## config.mk

```make
export PLATFORM = sky130hd
export DESIGN_NAME = page_replacement_policy_top
export DESIGN_NICKNAME = d
export VERILOG_FILES = /design/src/hw/rtl/prp_pkg.sv /design/src/hw/rtl/prp_frame_mem.sv /design/src/hw/rtl/prp_cmp_unit.sv /design/src/hw/rtl/page_replacement_policy_top.sv
export SDC_FILE = /design/constraint.sdc
export NUM_CORES = 2
export LEC_CHECK = 0
export BUFFER_PORTS_ARGS = -buffer_cell sky130_fd_sc_hd__buf_2
export CORE_UTILIZATION = 45
export CTS_BUF_LIST = sky130_fd_sc_hd__clkbuf_4 sky130_fd_sc_hd__clkbuf_8
export DETAILED_ROUTE_END_ITERATION = 10
export PLACE_DENSITY = 0.72
export REMOVE_ABC_BUFFERS = 1
export SYNTH_ARGS = -nofsm -noshare
export SYNTH_HDL_FRONTEND = slang
export SYNTH_SLANG_ARGS = --single-unit
export TNS_END_PERCENT = 100
```

## constraint.sdc

```tcl
create_clock -name clk -period 6.9 [get_ports clk]
set_input_delay 0.345 -clock clk [delete_from_list [all_inputs] [get_ports clk]]
set_output_delay 0.345 -clock clk [all_outputs]
set_load 0.005 [all_outputs]
```

## src/hw/rtl/prp_pkg.sv

```systemverilog
`timescale 1ns / 1ps

package prp_pkg;

	localparam int DEFAULT_FRAMES = 8;

	localparam int PAGE_W     = 16;
	localparam int STAMP_W    = 32;
	localparam int USE_W      = 16;
	localparam int TOTAL_W    = 32;
	localparam int SLOT_W     = 3;
	localparam int POLICY_W   = 2;
	localparam int FIU_W      = 4;
	localparam int CFG_ADDR_W = 1;
	localparam int CFG_DATA_W = 4;

	// result transaction: hit, slot, evicted_valid, evicted_page, hit_count, fault_count
	localparam int OUT_W       = 1 + SLOT_W + 1 + PAGE_W + TOTAL_W + TOTAL_W;
	localparam int OUT_TDATA_W = ((OUT_W + 7) / 8) * 8;
	localparam int OUT_PAD_W   = OUT_TDATA_W - OUT_W;

	localparam logic [POLICY_W-1:0] POL_FIFO = 2'd0;
	localparam logic [POLICY_W-1:0] POL_LRU  = 2'd1;
	localparam logic [POLICY_W-1:0] POL_LFU  = 2'd2;

	localparam logic [FIU_W-1:0] DEFAULT_FIU = 4'd8;

	localparam logic [CFG_ADDR_W-1:0] REG_POLICY_MODE   = 1'd0;
	localparam logic [CFG_ADDR_W-1:0] REG_FRAMES_IN_USE = 1'd1;

	localparam logic REQ_CLEAR = 1'b1;

	typedef struct packed {
		logic [PAGE_W-1:0]  page;
		logic [STAMP_W-1:0] last_use;
		logic [STAMP_W-1:0] load;
		logic [USE_W-1:0]   use_cnt;
	} frame_entry_t;

	typedef struct packed {
		logic match;
		logic better;
	} cmp_res_t;

endpackage

```

## src/hw/rtl/prp_frame_mem.sv

```systemverilog
`timescale 1ns / 1ps

module prp_frame_mem #(
	parameter int FRAMES = prp_pkg::DEFAULT_FRAMES,
	parameter int IDX_W  = 3
) (
	input  logic                 clk,
	input  logic                 we,
	input  logic [IDX_W-1:0]     waddr,
	input  prp_pkg::frame_entry_t wdata,
	input  logic [IDX_W-1:0]     raddr,
	output prp_pkg::frame_entry_t rdata
);

	prp_pkg::frame_entry_t mem [FRAMES];

	always_ff @(posedge clk) begin
		if (we) begin
			mem[waddr] <= wdata;
		end
	end

	always_ff @(posedge clk) begin
		rdata <= mem[raddr];
	end

endmodule

```

## src/hw/rtl/prp_cmp_unit.sv

```systemverilog
`timescale 1ns / 1ps

module prp_cmp_unit (
	input  prp_pkg::frame_entry_t            entry,
	input  logic                             entry_valid,
	input  logic [prp_pkg::PAGE_W-1:0]       page,
	input  logic [prp_pkg::POLICY_W-1:0]     policy,
	input  prp_pkg::frame_entry_t            best,
	input  logic                             first,
	output prp_pkg::cmp_res_t                res
);

	always_comb begin
		res.match = entry_valid && (entry.page == page);
		case (policy)
			prp_pkg::POL_LRU: begin
				res.better = first || (entry.last_use < best.last_use);
			end
			prp_pkg::POL_LFU: begin
				// lowest use count, ties to the oldest load
				res.better = first || (entry.use_cnt < best.use_cnt) ||
					((entry.use_cnt == best.use_cnt) && (entry.load < best.load));
			end
			default: begin
				res.better = first;
			end
		endcase
	end

endmodule

```

## src/hw/rtl/page_replacement_policy_top.sv

```systemverilog
`timescale 1ns / 1ps

// Page replacement unit with FIFO, LRU and LFU victim selection over up to FRAMES
// frames. An access request walks the managed frames (n = frames_in_use clamped to
// 1..FRAMES) through one frame-table read port, one frame per cycle, while a single
// compare unit checks for a hit and tracks the victim candidate; the result is then
// written back in the UPDATE state. An access occupies the block through the SCAN,
// UPDATE and FINISH states until s_tready returns, a clear request through FINISH
// only; FINISH waits until the result register is free. The frame walk through the
// shared read port sets the length of an access. The result sits in an output register, so the
// next request can be taken while a result waits for m_tready. hit_count and
// fault_count saturate; a clear empties all frames and zeroes the totals and the stamp clock.
module page_replacement_policy_top #(
	parameter int FRAMES = prp_pkg::DEFAULT_FRAMES
) (
	input  logic                                clk,
	input  logic                                arst_n,
	input  logic                                s_tvalid,
	output logic                                s_tready,
	input  logic [prp_pkg::PAGE_W-1:0]          s_tdata,  // page_number
	input  logic                                s_tuser,  // req_type
	output logic                                m_tvalid,
	input  logic                                m_tready,
	// hit, frame_slot, evicted_valid, evicted_page, hit_count, fault_count, zero pad
	output logic [prp_pkg::OUT_TDATA_W-1:0]     m_tdata,
	input  logic                                cfg_we,
	input  logic [prp_pkg::CFG_ADDR_W-1:0]      cfg_addr,
	input  logic [prp_pkg::CFG_DATA_W-1:0]      cfg_wdata
);

	localparam int IDX_W = (FRAMES > 1) ? $clog2(FRAMES) : 1;
	localparam int CNT_W = $clog2(FRAMES + 1);
	localparam logic [7:0] FRAMES_8 = 8'(FRAMES);

	typedef enum logic [1:0] {
		IDLE,
		SCAN,
		UPDATE,
		FINISH
	} state_t;

	state_t state_q;

	logic [prp_pkg::POLICY_W-1:0] policy_q;
	logic [prp_pkg::FIU_W-1:0]    fiu_q;

	logic [FRAMES-1:0]            valid_q;
	logic [IDX_W-1:0]             ptr_q;
	logic [prp_pkg::STAMP_W-1:0]  clock_q;
	logic [prp_pkg::TOTAL_W-1:0]  hit_tot_q;
	logic [prp_pkg::TOTAL_W-1:0]  flt_tot_q;

	logic [prp_pkg::PAGE_W-1:0]   page_q;
	logic [CNT_W-1:0]             n_q;
	logic [CNT_W-1:0]             addr_q;
	logic                         vld_s1;
	logic [IDX_W-1:0]             idx_s1;

	logic                         found_q;
	logic [IDX_W-1:0]             hit_idx_q;
	prp_pkg::frame_entry_t        hit_ent_q;
	logic                         empty_q;
	logic [IDX_W-1:0]             empty_idx_q;
	logic [IDX_W-1:0]             best_idx_q;
	prp_pkg::frame_entry_t        best_ent_q;
	logic [prp_pkg::PAGE_W-1:0]   fifo_page_q;

	logic                         res_hit_q;
	logic [IDX_W-1:0]             res_slot_q;
	logic                         res_ev_q;
	logic [prp_pkg::PAGE_W-1:0]   res_evp_q;

	logic                         out_hit_q;
	logic [IDX_W-1:0]             out_slot_q;
	logic                         out_ev_q;
	logic [prp_pkg::PAGE_W-1:0]   out_evp_q;
	logic [prp_pkg::TOTAL_W-1:0]  out_hitc_q;
	logic [prp_pkg::TOTAL_W-1:0]  out_fltc_q;
	logic                         m_tvalid_q;

	logic [7:0]                   fiu8;
	logic [7:0]                   n8;
	logic                         in_xact;
	logic                         out_free;
	logic                         scan_issue;
	logic [IDX_W-1:0]             fifo_vic;

	prp_pkg::frame_entry_t        rd_data;
	prp_pkg::frame_entry_t        wr_data;
	prp_pkg::cmp_res_t            cmp;

	logic [IDX_W-1:0]             upd_slot;
	logic                         upd_ev;
	logic [prp_pkg::PAGE_W-1:0]   upd_evp;
	logic [CNT_W-1:0]             slot_inc;
	logic [IDX_W-1:0]             next_ptr;
	logic [IDX_W+2:0]             slot_ext;

	assign fiu8 = {4'd0, fiu_q};
	assign n8 = (fiu8 == 8'd0) ? 8'd1 : ((fiu8 > FRAMES_8) ? FRAMES_8 : fiu8);

	assign s_tready   = (state_q == IDLE);
	assign in_xact    = s_tvalid && s_tready;
	assign out_free   = !m_tvalid_q || m_tready;
	assign scan_issue = (state_q == SCAN) && (addr_q < n_q);
	assign fifo_vic   = (CNT_W'(ptr_q) < n_q) ? ptr_q : '0;

	prp_frame_mem #(
		.FRAMES (FRAMES),
		.IDX_W  (IDX_W)
	) u_mem (
		.clk   (clk),
		.we    (state_q == UPDATE),
		.waddr (upd_slot),
		.wdata (wr_data),
		.raddr (addr_q[IDX_W-1:0]),
		.rdata (rd_data)
	);

	prp_cmp_unit u_cmp (
		.entry       (rd_data),
		.entry_valid (valid_q[idx_s1]),
		.page        (page_q),
		.policy      (policy_q),
		.best        (best_ent_q),
		.first       (idx_s1 == '0),
		.res         (cmp)
	);

	// write-back decision once the walk is done
	always_comb begin
		upd_slot = hit_idx_q;
		upd_ev   = 1'b0;
		upd_evp  = '0;
		wr_data.page     = page_q;
		wr_data.last_use = clock_q;
		if (found_q) begin
			wr_data.load    = hit_ent_q.load;
			wr_data.use_cnt = (hit_ent_q.use_cnt != '1) ? hit_ent_q.use_cnt + 1'b1
				: hit_ent_q.use_cnt;
		end else begin
			wr_data.load    = clock_q;
			wr_data.use_cnt = prp_pkg::USE_W'(1);
			if (empty_q) begin
				upd_slot = empty_idx_q;
			end else if (policy_q == prp_pkg::POL_LRU || policy_q == prp_pkg::POL_LFU) begin
				upd_slot = best_idx_q;
				upd_ev   = 1'b1;
				upd_evp  = best_ent_q.page;
			end else begin
				upd_slot = fifo_vic;
				upd_ev   = 1'b1;
				upd_evp  = fifo_page_q;
			end
		end
		slot_inc = CNT_W'(upd_slot) + 1'b1;
		next_ptr = (slot_inc < n_q) ? slot_inc[IDX_W-1:0] : '0;
	end

	always_ff @(posedge clk or negedge arst_n) begin
		if (!arst_n) begin
			policy_q <= prp_pkg::POL_FIFO;
			fiu_q    <= prp_pkg::DEFAULT_FIU;
		end else if (cfg_we) begin
			unique case (cfg_addr)
				prp_pkg::REG_POLICY_MODE: begin
					policy_q <= cfg_wdata[prp_pkg::POLICY_W-1:0];
				end
				prp_pkg::REG_FRAMES_IN_USE: begin
					fiu_q <= cfg_wdata[prp_pkg::FIU_W-1:0];
				end
				default: begin
				end
			endcase
		end
	end

	always_ff @(posedge clk or negedge arst_n) begin
		if (!arst_n) begin
			state_q     <= IDLE;
			valid_q     <= '0;
			ptr_q       <= '0;
			clock_q     <= '0;
			hit_tot_q   <= '0;
			flt_tot_q   <= '0;
			page_q      <= '0;
			n_q         <= '0;
			addr_q      <= '0;
			vld_s1      <= 1'b0;
			idx_s1      <= '0;
			found_q     <= 1'b0;
			hit_idx_q   <= '0;
			hit_ent_q   <= '0;
			empty_q     <= 1'b0;
			empty_idx_q <= '0;
			best_idx_q  <= '0;
			best_ent_q  <= '0;
			fifo_page_q <= '0;
			res_hit_q   <= 1'b0;
			res_slot_q  <= '0;
			res_ev_q    <= 1'b0;
			res_evp_q   <= '0;
			out_hit_q   <= 1'b0;
			out_slot_q  <= '0;
			out_ev_q    <= 1'b0;
			out_evp_q   <= '0;
			out_hitc_q  <= '0;
			out_fltc_q  <= '0;
			m_tvalid_q  <= 1'b0;
		end else begin
			// in finish the output register is reloaded below
			if (m_tvalid_q && m_tready && state_q != FINISH) begin
				m_tvalid_q <= 1'b0;
			end
			unique case (state_q)
				IDLE: begin
					if (in_xact) begin
						if (s_tuser == prp_pkg::REQ_CLEAR) begin
							valid_q    <= '0;
							ptr_q      <= '0;
							clock_q    <= '0;
							hit_tot_q  <= '0;
							flt_tot_q  <= '0;
							res_hit_q  <= 1'b0;
							res_slot_q <= '0;
							res_ev_q   <= 1'b0;
							res_evp_q  <= '0;
							state_q    <= FINISH;
						end else begin
							page_q  <= s_tdata;
							n_q     <= n8[CNT_W-1:0];
							addr_q  <= '0;
							vld_s1  <= 1'b0;
							found_q <= 1'b0;
							empty_q <= 1'b0;
							state_q <= SCAN;
						end
					end
				end
				SCAN: begin
					vld_s1 <= scan_issue;
					idx_s1 <= addr_q[IDX_W-1:0];
					if (scan_issue) begin
						addr_q <= addr_q + 1'b1;
					end else if (!vld_s1) begin
						state_q <= UPDATE;
					end
					// frame read last cycle is on rd_data now
					if (vld_s1) begin
						if (!found_q && cmp.match) begin
							found_q   <= 1'b1;
							hit_idx_q <= idx_s1;
							hit_ent_q <= rd_data;
						end
						if (!empty_q && !valid_q[idx_s1]) begin
							empty_q     <= 1'b1;
							empty_idx_q <= idx_s1;
						end
						if (cmp.better) begin
							best_idx_q <= idx_s1;
							best_ent_q <= rd_data;
						end
						if (idx_s1 == fifo_vic) begin
							fifo_page_q <= rd_data.page;
						end
					end
				end
				UPDATE: begin
					clock_q <= clock_q + 1'b1;
					if (found_q) begin
						if (hit_tot_q != '1) begin
							hit_tot_q <= hit_tot_q + 1'b1;
						end
					end else begin
						valid_q[upd_slot] <= 1'b1;
						ptr_q <= next_ptr;
						if (flt_tot_q != '1) begin
							flt_tot_q <= flt_tot_q + 1'b1;
						end
					end
					res_hit_q  <= found_q;
					res_slot_q <= upd_slot;
					res_ev_q   <= upd_ev;
					res_evp_q  <= upd_evp;
					state_q    <= FINISH;
				end
				FINISH: begin
					if (out_free) begin
						out_hit_q  <= res_hit_q;
						out_slot_q <= res_slot_q;
						out_ev_q   <= res_ev_q;
						out_evp_q  <= res_evp_q;
						out_hitc_q <= hit_tot_q;
						out_fltc_q <= flt_tot_q;
						m_tvalid_q <= 1'b1;
						state_q    <= IDLE;
					end
				end
				default: begin
					state_q <= IDLE;
				end
			endcase
		end
	end

	assign slot_ext = {3'b000, out_slot_q};
	assign m_tvalid = m_tvalid_q;
	assign m_tdata  = {{prp_pkg::OUT_PAD_W{1'b0}}, out_fltc_q, out_hitc_q, out_evp_q,
		out_ev_q, slot_ext[prp_pkg::SLOT_W-1:0], out_hit_q};

endmodule

```

==> run metrics <==
status finished, final reports clean; Starting Density 45.4%; Rel. slew slack 20.4%; EDFF count, synth 768; TritonCTS clock tree built; first-pass GRT wire length 160000 µm; main combinational cell family by area after synthesis multiplexers; drt drc 0; non-filler cells, final 4911; CTS buffer count 192; endpoints failing hold 0; Clock Latency Late Sink 0.86 ns; Synth cell types 69; PD cells 407 nW/µm²; Post-synth top cells edfxtp_1 (768), dfrtp_1 (420), mux2_2 (402); Max FO, Critical Path 70; Die Ht 339 µm; root buffer cell clkbuf_8; Sequential Area 35500 µm²; area grow syn2layout 13.4%; Die ar. 115000 µm²; Setup crit start kind flop; Leak 22.8 nW; syn avg cell area 17.1 µm²; placed cells 4513; CP endpoint kind flop; largest net degree at the start of global routing 147; CP Class flop to flop; Max Cap Violations 0; Synth Flop Type edfxtp_1; Gate Count Post-Synth 2995; synthesized cell area 51200 µm²; I/O Pins 117; Tmin final 4.39 ns; Via density 5.38; CTS sink cnt 1285; Die Wd 339 µm; Placed Area 53500 µm²; Setup-failing EPs final 0; Synth Area in XOR/XNOR 1.88%; WL per Instance 20.7 µm; area of the core 113000 µm²; Post-synth ARST share 32.8%; first drt pass iteration count 5; number of H-tree levels 4; global placement routability congestion 0.803; row cnt 123; setup repair after global routing missed its margin no; Post-Synth Adder-Cell Area 2.40%; clock skew 0.0571 ns; FILL cells 9066; post-CTS setup buffer count 0; WP data arrival 4.83 ns; Tightest Pin Transition 1.19 ns; total power 23.6 mW; I/O Buffers 113; YS warnings 0; Synth Area in Compound Gates 2.29%; post-layout instance area 58000 µm²; area of the multi-input gates 14800 µm²; clk buf depth 3; Clk pin slew, worst setup/hold paths 0.06 ns; RR Endpoint u_mem.mem[3][2]; cell with the most instances after synthesis edfxtp_1; HPWL after DPL 59600 µm; synthesis-stage register bit count 1285; WP data required 7.34 ns; worst hold path class input port to asynchronous set/reset pin; reg2reg start policy_q[0]; grt ovf 0; FMAX 228 MHz; period utilisation layout 63.6%; Reg2Reg Depth 11; Max IR drop VDD 0.000293 V; gr usage total 18.0%; final max-slew violation count 0; Iteration-0 DRC Markers 1958; area share of the largest cell type after synthesis 45.0%; vias in the first global route 27900; Nets 3365; final worst slack 2.51 ns; Via Count 26400; Antenna Nets Post-Route 0; multiplexer share of the synthesized area 17.7%; top cell type by total area after synthesis edfxtp_1; layout cells sized above 1 32.6%; flop2flop setup slack 2.51 ns; most area-consuming cells after synthesis edfxtp_1 (45%), dfrtp_1 (21%), mux2_2 (8.8%); setup_tns 0 ns; register area share after synthesis 69.4%; final WL 102000 µm; pre-CTS WS 2.55 ns; Post-Synth Simple-Gate Area 4.49%; antenna violations before repair 4
-- registers in the layout (all words and copies together), names as in the netlist, 8 cells and up --
| signal | cells |
|---|---|
| hit_ent_q | 48 |
| best_ent_q | 96 |
| fifo_page_q | 16 |
| out_fltc_q | 32 |
| res_evp_q | 16 |
| out_hitc_q | 32 |
| clock_q | 32 |
| hit_tot_q | 32 |
| u_mem.rdata | 96 |
| valid_q | 8 |
| flt_tot_q | 32 |
| u_mem.mem | 768 |
| page_q | 16 |
| out_evp_q | 16 |
-- layout by cell type (no fill, tap or decap), types with 19 or more instances in the layout --
cell type / count
dfrtp_1: 416
edfxtp_1: 768
clkinv_1: 28
o21ai_0: 76
nand4_1: 47
nand2_1: 123
nand3_1: 59
clkbuf_8: 218
clkbuf_4: 78
buf_4: 21
nor2_1: 117
buf_2: 112
a21oi_1: 49
dfxtp_1: 96
clkinv_2: 19
xnor2_1: 36
ha_1: 98
dlygate4sd3_1: 33
inv_1: 103
mux4_2: 194
mux2_2: 402
xor2_1: 74
-- what timing repair did --
action / in CTS / in global routing
endpoints found under the hold margin: 133 / 0
hold buffers: 33 / 0
resized for setup: 0 / 0
endpoints found under the setup margin: 0 / 0
-- worst max path at each step --
stage	from	slack (ns)	depth (start not counted)	to
CTS	policy_q[0]	2.49	11	u_mem.mem[3][2]
global route	policy_q[0]	2.18	11	u_mem.mem[3][2]
floorplan	addr_q[0]	-1.66	7	addr_q[0]
detailed placement	policy_q[0]	2.55	11	u_mem.mem[5][89]
finish	policy_q[0]	2.51	11	u_mem.mem[3][2]
global placement	found_q	2.61	7	u_mem.mem[6][42]
-- cells by family (layout without fill, tap and decap cells) --
logic type,count (synthesis),in the layout
flops,1285,1285
mux,614,614
simple gates,467,467
buf+inv,230,643
compound gates,190,190
xor+xnor,110,110
fa+ha+maj,98,98
other cells,1,4
-- layer usage --
metal | GRT usage [%] | part of all wire [%]
met1 | 24.1 | 43
met2 | 29.5 | 50
met3 | 3.44 | 4.8
met4 | 5.88 | 2.3
met5 | 0 | 0
-- critical path, cell delays in order, from the launching register on --
cell and delay (ns):
dfrtp_1 0.35, inv_1 0.06, ha_1 0.27, buf_4 0.38, or3_1 0.18, o31a_1 0.12
o41a_1 0.15, nand2_1 0.09, o21ai_0 0.50, nand2_1 0.33, nor2_4 0.91, buf_12 0.50
-- area by class of cell --
type                       instances  share of cell area, %
multi-input combinational       1482                   25.6
sequential                      1285                   61.2
timing repair buffer             176                   2.14
tap                             1500                   3.23
clock buffer                     296                   6.18
inverter                         103                  0.666
clock inverter                    68                  0.992
antenna                            1                0.00431
-- through the flow --
stage,util [%],hold WS [ns]
floorplan,-,0.0494
global placement,47.5,0.460
detailed placement,47.5,0.465
CTS,51.5,0.141
global route,51.5,0.194
finish,51.5,0.190
-- where the power goes --
part           total [mW]  internal, mW  switching (mW)
Clock                6.47          3.58            2.89
Combinational        5.94          2.85            3.09
Sequential           11.2          10.1            1.10
Total                23.6          16.5            7.08
(Power assumes the default switching activity.)
